$ cat config.mk
export PLATFORM = sky130hd
export DESIGN_NAME = integer_to_ascii_radix_core
export DESIGN_NICKNAME = d
export VERILOG_FILES = /design/src/rtl/core/itoa_pkg.sv /design/src/rtl/core/integer_to_ascii_radix_core.sv /design/src/rtl/core/itoa_ram.sv /design/src/rtl/core/itoa_dp.sv /design/src/rtl/core/itoa_ctrl.sv
export SDC_FILE = /design/constraint.sdc
export NUM_CORES = 1
export LEC_CHECK = 0
export ABC_AREA = 1
export ABC_CLOCK_PERIOD_IN_PS = 10050
export BUFFER_PORTS_ARGS = -buffer_cell sky130_fd_sc_hd__buf_2
export CAP_MARGIN = 40
export CORE_ASPECT_RATIO = 0.5
export CORE_MARGIN = 2
export CORE_UTILIZATION = 35
export CTS_CLUSTER_DIAMETER = 100
export DETAILED_ROUTE_END_ITERATION = 7
export GPL_ROUTABILITY_DRIVEN = 0
export PLACE_DENSITY_LB_ADDON = 0.12
export SYNTH_ARGS = -nofsm -noshare
export SYNTH_HDL_FRONTEND = slang
export SYNTH_HIERARCHICAL = 1
export SYNTH_SLANG_ARGS = --single-unit
export TNS_END_PERCENT = 30
$ cat constraint.sdc
create_clock -name clk_i -period 10.05 [get_ports clk_i]
set_clock_uncertainty 0.2 [all_clocks]
set_input_delay 2.01 -clock clk_i [delete_from_list [all_inputs] [get_ports clk_i]]
set_output_delay 2.01 -clock clk_i [all_outputs]
set_load 0.03 [all_outputs]
$ cat src/rtl/core/itoa_pkg.sv
// ---------------------------------------------------------------------------
// itoa_pkg
// shared sizes, codes, command/status bundles and the digit-to-ascii map
// ---------------------------------------------------------------------------
`default_nettype none

package itoa_pkg;

  localparam int MaxDigits      = 64;
  localparam int CharsPerResult = 4;

  localparam int ValueW     = 64;
  localparam int StoreDepth = 64;
  localparam int CharFields = 4;
  localparam int PadLimit   = (MaxDigits > StoreDepth) ? StoreDepth : MaxDigits;
  localparam int GroupWidth = (CharsPerResult < 1) ? 1 :
                              ((CharsPerResult > CharFields) ? CharFields : CharsPerResult);

  localparam int AddrW    = $clog2(StoreDepth);
  localparam int CntW     = $clog2(StoreDepth + 2);
  localparam int SlotW    = $clog2(CharFields + 1);
  localparam int IdxW     = $clog2(CharFields);
  localparam int DigitW   = 4;
  localparam int BcdDigits = 20;
  localparam int WorkW    = BcdDigits * DigitW;
  localparam int ModeW    = 3;
  localparam int MinDigW  = 7;
  localparam int CountW   = 3;
  localparam int CharW    = 8;

  localparam logic [ModeW-1:0] ModeDec    = 3'd0;
  localparam logic [ModeW-1:0] ModeBin    = 3'd1;
  localparam logic [ModeW-1:0] ModeOct    = 3'd2;
  localparam logic [ModeW-1:0] ModeHexLow = 3'd3;
  localparam logic [ModeW-1:0] ModeHexUp  = 3'd4;

  localparam logic [CharW-1:0] CharZero  = 8'h30;
  localparam logic [CharW-1:0] CharUpA   = 8'h41;
  localparam logic [CharW-1:0] CharLowA  = 8'h61;
  localparam logic [CharW-1:0] CharMinus = 8'h2d;

  typedef struct packed {
    logic load;
    logic conv;
    logic dig;
    logic pad;
    logic grp_start;
    logic fill;
    logic next_grp;
  } cmd_t;

  typedef struct packed {
    logic conv_done;
    logic dig_done;
    logic pad_done;
    logic fill_done;
    logic last;
  } status_t;

  function automatic logic [CharW-1:0] digit_to_ascii(input logic [DigitW-1:0] d,
                                                     input logic upper);
    logic [CharW-1:0] base;
    base = upper ? CharUpA : CharLowA;
    if (d > 4'd9) begin
      return base + {4'b0, d} - 8'd10;
    end
    return CharZero + {4'b0, d};
  endfunction

endpackage

`default_nettype wire

$ cat src/rtl/core/integer_to_ascii_radix_core.sv
// ---------------------------------------------------------------------------
// integer_to_ascii_radix_core
// 64-bit integer to ascii text in decimal, binary, octal or hex, with zero
// padding and a leading minus, handed out in groups of up to four characters
// ---------------------------------------------------------------------------
//  channel | direction | handshake              | word
//  in      | sink      | in_valid_i / in_stall_o | value, is_signed, mode, min_digits
//  out     | source    | out_valid_o / out_stall_i | four chars, char_count, is_last
//
// one word at a time: in_stall_o is high from acceptance until the last group is
// taken. decimal words pass through the bcd unit first, the other radices skip it;
// then the digits and the pad digits go to the digit store, and each group is
// filled with characters from the store (registered read), then handed off.
// async active-low reset returns the sequencer to idle; out_stall_i holds a group.
// ---------------------------------------------------------------------------
`default_nettype none

module integer_to_ascii_radix_core (
  input  wire logic                         clk_i,
  input  wire logic                         rst_ni,
  input  wire logic                         in_valid_i,
  output logic                              in_stall_o,
  input  wire logic [itoa_pkg::ValueW-1:0]  value_i,
  input  wire logic                         is_signed_i,
  input  wire logic [itoa_pkg::ModeW-1:0]   mode_i,
  input  wire logic [itoa_pkg::MinDigW-1:0] min_digits_i,
  output logic                              out_valid_o,
  input  wire logic                         out_stall_i,
  output logic      [itoa_pkg::CharW-1:0]   char_first_o,
  output logic      [itoa_pkg::CharW-1:0]   char_second_o,
  output logic      [itoa_pkg::CharW-1:0]   char_third_o,
  output logic      [itoa_pkg::CharW-1:0]   char_fourth_o,
  output logic      [itoa_pkg::CountW-1:0]  char_count_o,
  output logic                              is_last_o
);

  itoa_pkg::cmd_t    cmd;
  itoa_pkg::status_t status;

  itoa_ctrl u_ctrl (
    .clk_i       (clk_i),
    .rst_ni      (rst_ni),
    .in_valid_i  (in_valid_i),
    .in_stall_o  (in_stall_o),
    .out_valid_o (out_valid_o),
    .out_stall_i (out_stall_i),
    .cmd_o       (cmd),
    .status_i    (status)
  );

  itoa_dp u_dp (
    .clk_i         (clk_i),
    .rst_ni        (rst_ni),
    .cmd_i         (cmd),
    .status_o      (status),
    .value_i       (value_i),
    .is_signed_i   (is_signed_i),
    .mode_i        (mode_i),
    .min_digits_i  (min_digits_i),
    .char_first_o  (char_first_o),
    .char_second_o (char_second_o),
    .char_third_o  (char_third_o),
    .char_fourth_o (char_fourth_o),
    .char_count_o  (char_count_o),
    .is_last_o     (is_last_o)
  );

endmodule

`default_nettype wire

$ cat src/rtl/core/itoa_ram.sv
// ---------------------------------------------------------------------------
// itoa_ram
// generic single write port ram with one registered read port
// ---------------------------------------------------------------------------
`default_nettype none

module itoa_ram #(
  parameter int WIDTH = 4,
  parameter int DEPTH = 64
) (
  input  wire logic                     clk_i,
  input  wire logic                     we_i,
  input  wire logic [$clog2(DEPTH)-1:0] waddr_i,
  input  wire logic [WIDTH-1:0]         wdata_i,
  input  wire logic                     re_i,
  input  wire logic [$clog2(DEPTH)-1:0] raddr_i,
  output logic      [WIDTH-1:0]         rdata_o
);

  logic [WIDTH-1:0] mem_q [DEPTH];

  always_ff @(posedge clk_i) begin
    if (we_i) begin
      mem_q[waddr_i] <= wdata_i;
    end
    if (re_i) begin
      rdata_o <= mem_q[raddr_i];
    end
  end

endmodule

`default_nettype wire

$ cat src/rtl/core/itoa_dp.sv
// ---------------------------------------------------------------------------
// itoa_dp
// datapath: magnitude, bcd conversion, digit store and character groups
// ---------------------------------------------------------------------------
`default_nettype none

module itoa_dp (
  input  wire logic                            clk_i,
  input  wire logic                            rst_ni,
  input  wire itoa_pkg::cmd_t                  cmd_i,
  output itoa_pkg::status_t                    status_o,
  input  wire logic [itoa_pkg::ValueW-1:0]     value_i,
  input  wire logic                            is_signed_i,
  input  wire logic [itoa_pkg::ModeW-1:0]      mode_i,
  input  wire logic [itoa_pkg::MinDigW-1:0]    min_digits_i,
  output logic      [itoa_pkg::CharW-1:0]      char_first_o,
  output logic      [itoa_pkg::CharW-1:0]      char_second_o,
  output logic      [itoa_pkg::CharW-1:0]      char_third_o,
  output logic      [itoa_pkg::CharW-1:0]      char_fourth_o,
  output logic      [itoa_pkg::CountW-1:0]     char_count_o,
  output logic                                 is_last_o
);

  // control registers
  logic [itoa_pkg::CntW-1:0]   n_q, n_d;
  logic [itoa_pkg::CntW-1:0]   conv_cnt_q, conv_cnt_d;
  logic [itoa_pkg::CntW-1:0]   txt_pos_q, txt_pos_d;
  logic [itoa_pkg::SlotW-1:0]  slot_q, slot_d;
  logic                        pend_valid_q, pend_valid_d;

  // payload registers
  logic [itoa_pkg::ValueW-1:0] bin_q;
  logic [itoa_pkg::WorkW-1:0]  work_q;
  logic [itoa_pkg::ModeW-1:0]  mode_q;
  logic                        dec_q;
  logic                        upper_q;
  logic                        neg_q;
  logic [itoa_pkg::MinDigW-1:0] pad_q;
  logic [itoa_pkg::IdxW-1:0]   pend_slot_q;
  logic                        pend_sign_q;
  logic [itoa_pkg::CharW-1:0]  chars_q [itoa_pkg::CharFields];

  logic                        neg_in;
  logic [itoa_pkg::ValueW-1:0] mag;
  logic [itoa_pkg::WorkW-1:0]  bcd_adj;
  logic [itoa_pkg::DigitW-1:0] digit;
  logic [itoa_pkg::WorkW-1:0]  work_shr;
  logic                        conv_step;
  logic [itoa_pkg::CntW-1:0]   len;
  logic [itoa_pkg::CntW-1:0]   rem;
  logic [itoa_pkg::SlotW-1:0]  grp_cnt;
  logic [itoa_pkg::CntW-1:0]   char_pos;
  logic                        sign_pos;
  logic                        issue;
  logic                        ram_we;
  logic [itoa_pkg::DigitW-1:0] ram_wdata;
  logic                        ram_re;
  logic [itoa_pkg::CntW-1:0]   rd_idx;
  logic [itoa_pkg::DigitW-1:0] ram_rdata;

  assign neg_in = is_signed_i & value_i[itoa_pkg::ValueW-1];
  assign mag    = neg_in ? (~value_i + 64'd1) : value_i;

  // shift-add-3 adjust on every bcd digit
  always_comb begin
    for (int i = 0; i < itoa_pkg::BcdDigits; i++) begin
      if (work_q[i*itoa_pkg::DigitW +: itoa_pkg::DigitW] >= 4'd5) begin
        bcd_adj[i*itoa_pkg::DigitW +: itoa_pkg::DigitW] =
          work_q[i*itoa_pkg::DigitW +: itoa_pkg::DigitW] + 4'd3;
      end else begin
        bcd_adj[i*itoa_pkg::DigitW +: itoa_pkg::DigitW] =
          work_q[i*itoa_pkg::DigitW +: itoa_pkg::DigitW];
      end
    end
  end

  always_comb begin
    case (mode_q)
      itoa_pkg::ModeBin: begin
        digit    = {3'b0, work_q[0]};
        work_shr = work_q >> 1;
      end
      itoa_pkg::ModeOct: begin
        digit    = {1'b0, work_q[2:0]};
        work_shr = work_q >> 3;
      end
      default: begin
        digit    = work_q[3:0];
        work_shr = work_q >> 4;
      end
    endcase
  end

  assign conv_step = cmd_i.conv & ~status_o.conv_done;

  assign len  = itoa_pkg::CntW'(neg_q) + n_q;
  assign rem  = len - txt_pos_q;
  assign grp_cnt = (rem > itoa_pkg::CntW'(itoa_pkg::GroupWidth)) ?
                   itoa_pkg::SlotW'(itoa_pkg::GroupWidth) : rem[itoa_pkg::SlotW-1:0];

  assign char_pos = txt_pos_q + itoa_pkg::CntW'(slot_q);
  assign sign_pos = neg_q && (char_pos == '0);
  assign issue    = cmd_i.fill && (slot_q < grp_cnt);
  // text order runs from the top stored digit down
  assign rd_idx   = n_q - itoa_pkg::CntW'(1) - char_pos + itoa_pkg::CntW'(neg_q);
  assign ram_re   = issue & ~sign_pos;

  assign ram_we    = cmd_i.dig | cmd_i.pad;
  assign ram_wdata = cmd_i.dig ? digit : '0;

  assign status_o.conv_done = ~dec_q || (conv_cnt_q == itoa_pkg::CntW'(itoa_pkg::ValueW));
  assign status_o.dig_done  = (work_shr == '0) ||
                              (n_q + itoa_pkg::CntW'(1) >= itoa_pkg::CntW'(itoa_pkg::StoreDepth));
  assign status_o.pad_done  = n_q >= itoa_pkg::CntW'(pad_q);
  assign status_o.fill_done = (slot_q == grp_cnt) && ~pend_valid_q;
  assign status_o.last      = rem <= itoa_pkg::CntW'(itoa_pkg::GroupWidth);

  always_comb begin
    n_d          = n_q;
    conv_cnt_d   = conv_cnt_q;
    txt_pos_d    = txt_pos_q;
    slot_d       = slot_q;
    pend_valid_d = issue;
    if (cmd_i.load) begin
      n_d        = '0;
      conv_cnt_d = '0;
    end
    if (conv_step) begin
      conv_cnt_d = conv_cnt_q + itoa_pkg::CntW'(1);
    end
    if (ram_we) begin
      n_d = n_q + itoa_pkg::CntW'(1);
    end
    if (issue) begin
      slot_d = slot_q + itoa_pkg::SlotW'(1);
    end
    if (cmd_i.grp_start) begin
      txt_pos_d = '0;
      slot_d    = '0;
    end
    if (cmd_i.next_grp) begin
      txt_pos_d = txt_pos_q + itoa_pkg::CntW'(grp_cnt);
      slot_d    = '0;
    end
  end

  always_ff @(posedge clk_i or negedge rst_ni) begin
    if (!rst_ni) begin
      n_q          <= '0;
      conv_cnt_q   <= '0;
      txt_pos_q    <= '0;
      slot_q       <= '0;
      pend_valid_q <= 1'b0;
    end else begin
      n_q          <= n_d;
      conv_cnt_q   <= conv_cnt_d;
      txt_pos_q    <= txt_pos_d;
      slot_q       <= slot_d;
      pend_valid_q <= pend_valid_d;
    end
  end

  always_ff @(posedge clk_i) begin
    if (cmd_i.load) begin
      neg_q   <= neg_in;
      mode_q  <= mode_i;
      upper_q <= (mode_i == itoa_pkg::ModeHexUp);
      dec_q   <= !(mode_i == itoa_pkg::ModeBin || mode_i == itoa_pkg::ModeOct ||
                   mode_i == itoa_pkg::ModeHexLow || mode_i == itoa_pkg::ModeHexUp);
      pad_q   <= (min_digits_i > itoa_pkg::MinDigW'(itoa_pkg::PadLimit)) ?
                 itoa_pkg::MinDigW'(itoa_pkg::PadLimit) : min_digits_i;
      bin_q   <= mag;
      if (mode_i == itoa_pkg::ModeBin || mode_i == itoa_pkg::ModeOct ||
          mode_i == itoa_pkg::ModeHexLow || mode_i == itoa_pkg::ModeHexUp) begin
        work_q <= itoa_pkg::WorkW'(mag);
      end else begin
        work_q <= '0;
      end
    end else if (conv_step) begin
      work_q <= {bcd_adj[itoa_pkg::WorkW-2:0], bin_q[itoa_pkg::ValueW-1]};
      bin_q  <= bin_q << 1;
    end else if (cmd_i.dig) begin
      work_q <= work_shr;
    end

    if (issue) begin
      pend_slot_q <= slot_q[itoa_pkg::IdxW-1:0];
      pend_sign_q <= sign_pos;
    end

    if (cmd_i.grp_start || cmd_i.next_grp) begin
      for (int j = 0; j < itoa_pkg::CharFields; j++) begin
        chars_q[j] <= '0;
      end
    end else if (pend_valid_q) begin
      chars_q[pend_slot_q] <= pend_sign_q ? itoa_pkg::CharMinus :
                              itoa_pkg::digit_to_ascii(ram_rdata, upper_q);
    end
  end

  itoa_ram #(
    .WIDTH (itoa_pkg::DigitW),
    .DEPTH (itoa_pkg::StoreDepth)
  ) u_digit_store (
    .clk_i   (clk_i),
    .we_i    (ram_we),
    .waddr_i (n_q[itoa_pkg::AddrW-1:0]),
    .wdata_i (ram_wdata),
    .re_i    (ram_re),
    .raddr_i (rd_idx[itoa_pkg::AddrW-1:0]),
    .rdata_o (ram_rdata)
  );

  assign char_first_o  = chars_q[0];
  assign char_second_o = chars_q[1];
  assign char_third_o  = chars_q[2];
  assign char_fourth_o = chars_q[3];
  assign char_count_o  = itoa_pkg::CountW'(grp_cnt);
  assign is_last_o     = status_o.last;

endmodule

`default_nettype wire

$ cat src/rtl/core/itoa_ctrl.sv
// ---------------------------------------------------------------------------
// itoa_ctrl
// sequencer: load, convert, collect digits, pad, fill and hand out groups
// ---------------------------------------------------------------------------
`default_nettype none

module itoa_ctrl (
  input  wire logic              clk_i,
  input  wire logic              rst_ni,
  input  wire logic              in_valid_i,
  output logic                   in_stall_o,
  output logic                   out_valid_o,
  input  wire logic              out_stall_i,
  output itoa_pkg::cmd_t         cmd_o,
  input  wire itoa_pkg::status_t status_i
);

  typedef enum logic [2:0] {
    StIdle,
    StConv,
    StDig,
    StPad,
    StFill,
    StEmit
  } state_e;

  state_e state_q, state_d;
  logic   out_valid_q, out_valid_d;

  assign in_stall_o  = (state_q != StIdle);
  assign out_valid_o = out_valid_q;

  always_comb begin
    state_d     = state_q;
    out_valid_d = out_valid_q;
    cmd_o       = '0;
    case (state_q)
      StIdle: begin
        if (in_valid_i) begin
          cmd_o.load = 1'b1;
          state_d    = StConv;
        end
      end
      StConv: begin
        cmd_o.conv = 1'b1;
        if (status_i.conv_done) begin
          state_d = StDig;
        end
      end
      StDig: begin
        cmd_o.dig = 1'b1;
        if (status_i.dig_done) begin
          state_d = StPad;
        end
      end
      StPad: begin
        if (status_i.pad_done) begin
          cmd_o.grp_start = 1'b1;
          state_d         = StFill;
        end else begin
          cmd_o.pad = 1'b1;
        end
      end
      StFill: begin
        cmd_o.fill = 1'b1;
        if (status_i.fill_done) begin
          out_valid_d = 1'b1;
          state_d     = StEmit;
        end
      end
      StEmit: begin
        if (!out_stall_i) begin
          cmd_o.next_grp = 1'b1;
          out_valid_d    = 1'b0;
          state_d        = status_i.last ? StIdle : StFill;
        end
      end
      default: begin
        state_d     = StIdle;
        out_valid_d = 1'b0;
      end
    endcase
  end

  always_ff @(posedge clk_i or negedge rst_ni) begin
    if (!rst_ni) begin
      state_q     <= StIdle;
      out_valid_q <= 1'b0;
    end else begin
      state_q     <= state_d;
      out_valid_q <= out_valid_d;
    end
  end

endmodule

`default_nettype wire
* After elaboration in Yosys (flattened, before gate mapping)
Memory sizes are Yosys's and may differ from the RTL's. A register that Yosys moved wholly into a read port is not among the register bits. Cells that the tools add are included.
Cells by class: reductions and logical operators 23, add/subtract/negate cells 34, equal/unequal tests 19, magnitude comparators 27, bitwise logic cells 10, multiplexer cells 79
Operators with widths (count):
- 2-to-1 mux 64 bit | 4
- 2-to-1 mux 80 bit | 3
- case mux 79 bit (2 select lines) | 1
- >= comparator 4 x 3 -> 1 bit (second input constant) | 20
- zero test 80 bit | 1
- 2-to-1 mux 4 bit | 20
- adder 4 x 2 -> 4 bit (second input constant) | 19
- adder 64 x 1 -> 64 bit (second input constant) | 1
- NOT 64 bit | 1
- 2-to-1 mux 8 bit | 6
- 2-to-1 mux 3 bit | 12
- 2-to-1 mux 7 bit | 5
- 2-to-1 mux 1 bit | 22
- case mux 3 bit (6 select lines) | 1
- == test 3 x 2 -> 1 bit (second input constant) | 5
- adder 7 x 1 -> 7 bit (second input constant) | 2
- adder 7 x 3 -> 7 bit | 2
- inequality test 2 bit (second input constant) | 5
- == test 3 x 1 -> 1 bit (second input constant) | 3
- == test 3 bit (second input constant) | 3
- nonzero test 3 bit | 3
- adder 8 x 4 -> 8 bit | 1
- case mux 4 bit (2 select lines) | 1
- OR reduction 8 bit | 1
- 34 further kinds | 50
Storage, ports and cells: memories 2, bits of input ports 79, output and inout bits 38, RAM bits 288, logic and storage cells 210, register bits 189
Memories:
- u_dp.u_digit_store.mem_q | words 64, bits a word 4, read ports 1, clocked after memory_dff 1, write ports 1, line itoa_ram.sv:20 | logic [WIDTH-1:0] mem_q [DEPTH];
- u_dp.chars_q | words 4, bits a word 8, read ports 4, clocked after memory_dff 0, write ports 4, line itoa_dp.sv:41 | logic [itoa_pkg::CharW-1:0] chars_q [itoa_pkg::CharFields];

* Longest topological paths before layout
depth in word-level cells 10, gate-level depth with buffers 26, mapped depth without buffers 26

* By module
The synthesis kept the hierarchy.
Modules (own cells, without submodules):
- itoa_dp | area each 16234.3 µm², seq. area each 6271.0 µm², cells each 2218, times used 1
- itoa_ram | area each 10921.7 µm², seq. area each 7807.5 µm², cells each 948, times used 1
- itoa_ctrl | area each 337.8 µm², seq. area each 100.1 µm², cells each 58, times used 1

* Least setup slack after synthesis
OpenSTA, ideal clock, no wires.
kind input-to-reg, start point input in_valid_i, end point register u_dp/work_q[67] in the netlist's numbering (data pin), library setup time 0.372 ns, path slack 3.947 ns, arrival time 5.531 ns, stages on the path 7, cells stage by stage inv_1 > nor2_1 > clkbuf_1 > clkinv_1 > nand2_2 > buf_1 > o32ai_1
RTL lines:
- from (decl) | line integer_to_ascii_radix_core.sv:21 | input wire logic in_valid_i,
- to (signal assigned) | line itoa_dp.sv:175 | work_q <= itoa_pkg::WorkW'(mag);
- to (signal assigned) | line itoa_dp.sv:180 | work_q <= {bcd_adj[itoa_pkg::WorkW-2:0], bin_q[itoa_pkg::ValueW-1]};
- to (signal assigned) | line itoa_dp.sv:183 | work_q <= work_shr;
- to (decl) | line itoa_dp.sv:33 | logic [itoa_pkg::WorkW-1:0] work_q;

* Worst setup path after layout
start point register u_dp/n_q[1] in the netlist's numbering, end point output char_count_o[1] in the netlist's numbering
Between the ends: longest elaborated chain between the ends 4
RTL lines:
- from (decl) | line itoa_dp.sv:25 | logic [itoa_pkg::CntW-1:0] n_q, n_d;
- from (signal assigned) | line itoa_dp.sv:155 | n_q <= n_d;
- adder 1 x 7 -> 7 bit (*) | line itoa_dp.sv:96 | assign len = itoa_pkg::CntW'(neg_q) + n_q;
- subtractor 7 bit (*) | line itoa_dp.sv:97 | assign rem = len - txt_pos_q;
- > comparator 7 x 3 -> 1 bit | line itoa_dp.sv:98 | assign grp_cnt = (rem > itoa_pkg::CntW'(itoa_pkg::GroupWidth)) ?
- 2-to-1 mux 3 bit (*) | line itoa_dp.sv:98
- to (decl) | line integer_to_ascii_radix_core.sv:33 | output logic [itoa_pkg::CountW-1:0] char_count_o,
Mark *: on every way between the ends. The rest lies on a longest branch, timed or not.

==> results by group <==
Run status
  • Status: finished clean

Routing
  • Final wirelength: 80200 µm
  • DR iter-0 viols: 1723
  • Wire per inst: about 18 µm
  • TritonRoute pass-1 iters: 6
  • Residual DRC count: 0
  • Vias: 22600
  • Vias per inst: slightly above 5
  • Antenna Nets Post-Route: 0

STA
  • Crit share post-route: 0.564
  • Final hold vios: 0
  • Final max-slew violation count: 0
  • Setup TNS: 0 ns
  • Count of final setup violators: 0
  • Worst slew margin: 0.389
  • Tmin final: 5.66 ns
  • Unrepaired setup endpoints after global routing: no
  • Maximum clock frequency: 0.177 GHz
  • Slew @ Worst Pin: a little over 0.9 ns

Placed design
  • Port bufs: about 110
  • DP Wirelength: about 54000 µm

Setup path
  • Setup CP Type: reg -> out
  • CP Launch Type: flop
  • CP most frequent cell: nand2_1
  • Worst Path Arrival: 3.45 ns
  • Reg2reg path depth: 14
  • Critical Path RT: a little under 8 ns
  • Buf/Inv on CP: 2
  • Crit path cell chain: ha_1 -> inv_1 -> fa_1 -> o21ai_0 -> nand2_1 -> nand2_1 -> nand2_1 -> nand3b_1 -> and3_1 -> nand2_1 -> nor2_1 -> buf_2
  • Worst path slowest cell: dfrtp_1
  • CP Max Fanout: 16
  • RR Startpoint: u_dp/txt_pos_q[0]
  • RR Endpoint: u_dp/u_digit_store/rdata_o[0]
  • Slowest cell delay on critical path: just under 0.6 ns
  • CP endpoint kind: primary output
  • R2R setup slack: ~5.4 ns
  • Largest delay share family, worst path: adder cells

Clock tree
  • Setup Buffers After CTS: 0
  • Clock sinks: 477
  • CTS tree: built
  • Clock tree buffer depth: 3
  • Total CTS buffers: 48
  • H-tree levels: 2
  • CTS root buf: clkbuf_16
  • Post-CTS Resized: 0
  • Hold-fix buffers, CTS: 0
  • CTS clk-pin slew, worst paths: roughly 0.070 ns
  • Clk_lat worst skew: 0.61 ns

Floorplan
  • Initial Utilization: 0.354
  • Full die area: slightly above 0.08 mm²
  • Die X-Extent: ~400 µm
  • Die height: just over 200 µm
  • I/O pin count: ~120
  • Rows: 72
  • Core area: approximately 0.078 mm²

Synthesis
  • Top_reg_cell synth: edfxtp_1
  • Mapped Area: roughly 0.027 mm²
  • Seq/Total Area, Yosys: 0.516
  • Post-synth EDFFs: between 400 and 500
  • Yosys reg bits: between 400 and 500
  • Async SR Flop Fraction: 0.0608
  • Synth Warn #: 6
  • Synthesized area per cell: approximately 8.5 µm²
  • Mapped Cells: 3224
  • Library cells used by synthesis: 55

Global route
  • First-pass GRT wire length: between 100000 and 150000 µm
  • Grt total ovfl: 0
  • Number of global-route vias before repair: about 22000
  • Largest net degree at the start of global routing: between 70 and 80
  • Initial antenna violation count: 0
  • Tot GR Track Use: 0.195

Power
  • Maximum vdd drop: around 0.00032 V
  • Design Power: 11.1 mW
  • Pwr per Cell Area: 362 mW/mm²
  • LEAKAGE: ~13 nW

Hold path
  • Hold Path Depth: 2
  • Hold Crit Start: u_dp/bin_q[6]
  • Hold Path End: u_dp/bin_q[7]
  • Hold Path Class: reg -> reg

Final layout
  • ANT cells: 0
  • Area grow syn2layout: 11.3%
  • Multi-input gate area: 0.0115 mm²
  • Layout cells sized above 1: 0.0844
  • Nets: approximately 3500
  • Fillcell total: 7822
  • Reg area: around 0.014 mm²

Run
  • Max_cap viols: 0
## placed cells by master (no fill, tap or decap), drive strengths merged, types with 2 or more instances in the layout
master,n
o22ai,29
nand2,982
o21bai,6
ha,79
or2,10
xnor2,5
a211oi,2
nand3,479
fa,5
clkdlybuf4s18,5
nand4,58
clkinvlp,2
a31oi,3
inv,274
a32oi,18
nand3b,4
a22oi,8
nor2,319
nor3,10
o221ai,14
o211ai,11
xor2,53
buf,147
a21oi,66
o31ai,3
conb,4
nor4,10
clkbuf,60
o32ai,5
edfxtp,448
bufinv,4
o21ai,141
dfrtp,29
clkinv,26
o21a,2
## worst max-delay path by stage
stage,startpoint,cells after the start,slack [ns],endpoint
6_report,u_dp/n_q[1],12,4.39,char_count_o[1]
5_1_grt,u_dp/n_q[1],12,4.06,char_count_o[1]
4_1_cts,u_dp/n_q[1],12,4.32,char_count_o[0]
3_5_place_dp,u_dp/n_q[1],12,5.00,char_count_o[0]
3_3_place_gp,u_dp/n_q[1],12,5.04,char_count_o[0]
2_1_floorplan,in_valid_i,7,3.95,u_dp/work_q[67]
## tightest hold or removal path: stages (launching register included)
cell      delay, ns
edfxtp_1       0.32
nand2_1        0.05
nand2_1        0.05
## per-layer routing
layer | track usage | wire (µm) | vias up
li1 | - | - | 11100
met1 | 0.259 | 36200 | 10800
met2 | 0.334 | 38000 | 545
met3 | 0.0260 | 3780 | 115
met4 | 0.0583 | 2270 | 0
met5 | 0 | 0 | -
## power by group
part           leakage [nW]  total [mW]  internal [mW]  switching, mW
Clock                 0.741        1.80           1.00          0.800
Combinational          7.20        6.01           1.83           4.17
Sequential             4.60        3.27           2.88          0.394
Total                  12.5        11.1           5.71           5.37
## metrics by stage
stage / cells / area (µm²) / hold WS (ns) / setup slack, ns / utilization
6_report: 4366 / 30600 / 0.315 / 4.39 / 0.395
4_1_cts: 4365 / 30600 / 0.319 / 4.32 / 0.394
3_3_place_gp: 4259 / 28800 / 0.299 / 5.04 / 0.371
2_1_floorplan: 3227 / 27500 / 0.265 / 3.95 / -
3_5_place_dp: 4276 / 29100 / 0.303 / 5.00 / 0.375
5_1_grt: 4366 / 30600 / 0.334 / 4.06 / 0.395
## registers in the layout, indices dropped and copies added (netlist names)
signal	flops
u_dp/txt_pos_q	7
u_dp/neg_q	1
u_ctrl/state_q	3
u_dp/bin_q	64
u_dp/pend_slot_q	2
u_dp/chars_q	28
u_dp/work_q	80
u_dp/conv_cnt_q	7
u_dp/pend_valid_q	1
u_dp/dec_q	1
u_dp/u_digit_store/mem_q	256
u_dp/u_digit_store/rdata_o	4
u_ctrl/out_valid_o	1
u_dp/slot_q	3
u_dp/mode_q	3
u_dp/pad_q	7
u_dp/pend_sign_q	1
u_dp/upper_q	1
u_dp/n_q	7
## cell usage after synthesis, types with 4 or more instances
| cell | count | share of area |
|---|---|---|
| a21oi_1 | 66 | 0.012 |
| a22oi_1 | 8 | 0.0022 |
| a32oi_1 | 18 | 0.0057 |
| buf_1 | 15 | 0.0020 |
| buf_2 | 40 | 0.0073 |
| buf_4 | 17 | 0.0046 |
| buf_6 | 27 | 0.011 |
| clkbuf_1 | 39 | 0.0053 |
| dfrtp_1 | 29 | 0.026 |
| edfxtp_1 | 448 | 0.49 |
| fa_1 | 5 | 0.0036 |
| ha_1 | 79 | 0.036 |
| inv_1 | 257 | 0.035 |
| inv_2 | 18 | 0.0025 |
| nand2_1 | 977 | 0.13 |
| nand2_2 | 5 | 0.0011 |
| nand3_1 | 472 | 0.086 |
| nand3_2 | 7 | 0.0025 |
| nand3b_1 | 4 | 0.0011 |
| nand4_1 | 58 | 0.013 |
| nor2_1 | 310 | 0.042 |
| nor2_2 | 7 | 0.0016 |
| nor3_1 | 8 | 0.0015 |
| nor4_1 | 10 | 0.0023 |
| o211ai_1 | 11 | 0.0030 |
| o21ai_0 | 116 | 0.021 |
| o21ai_1 | 20 | 0.0036 |
| o21ai_2 | 4 | 0.0013 |
| o21bai_1 | 6 | 0.0016 |
| o221ai_1 | 14 | 0.0045 |
| o22ai_1 | 29 | 0.0066 |
| o32ai_1 | 5 | 0.0016 |
| or2_2 | 8 | 0.0018 |
| xnor2_1 | 5 | 0.0016 |
| xor2_1 | 53 | 0.017 |
## layout make-up
type / count / share of cell area
Multi-Input combinational cell: 2335 / 0.376
Inverter: 277 / 0.0341
Timing Repair Buffer: 152 / 0.0336
Sequential cell: 477 / 0.463
Clock buffer: 60 / 0.0414
Tap cell: 1036 / 0.0424
Clock inverter: 29 / 0.00879
## cell families (layout without fill, tap and decap cells)
logic type | count (synthesis) | count (layout) | synth area share
flip-flops | 477 | 477 | 0.516
AND/OR/NAND/NOR | 1874 | 1874 | 0.289
other | 1 | 4 | 0.000136
XOR/XNOR | 58 | 58 | 0.0185
AO/OA/AOI/OAI | 315 | 315 | 0.0687
adder cells (fa/ha/maj) | 84 | 84 | 0.0396
buffers and inverters | 415 | 518 | 0.0682
No activity file was read; power rests on OpenSTA's default activity.
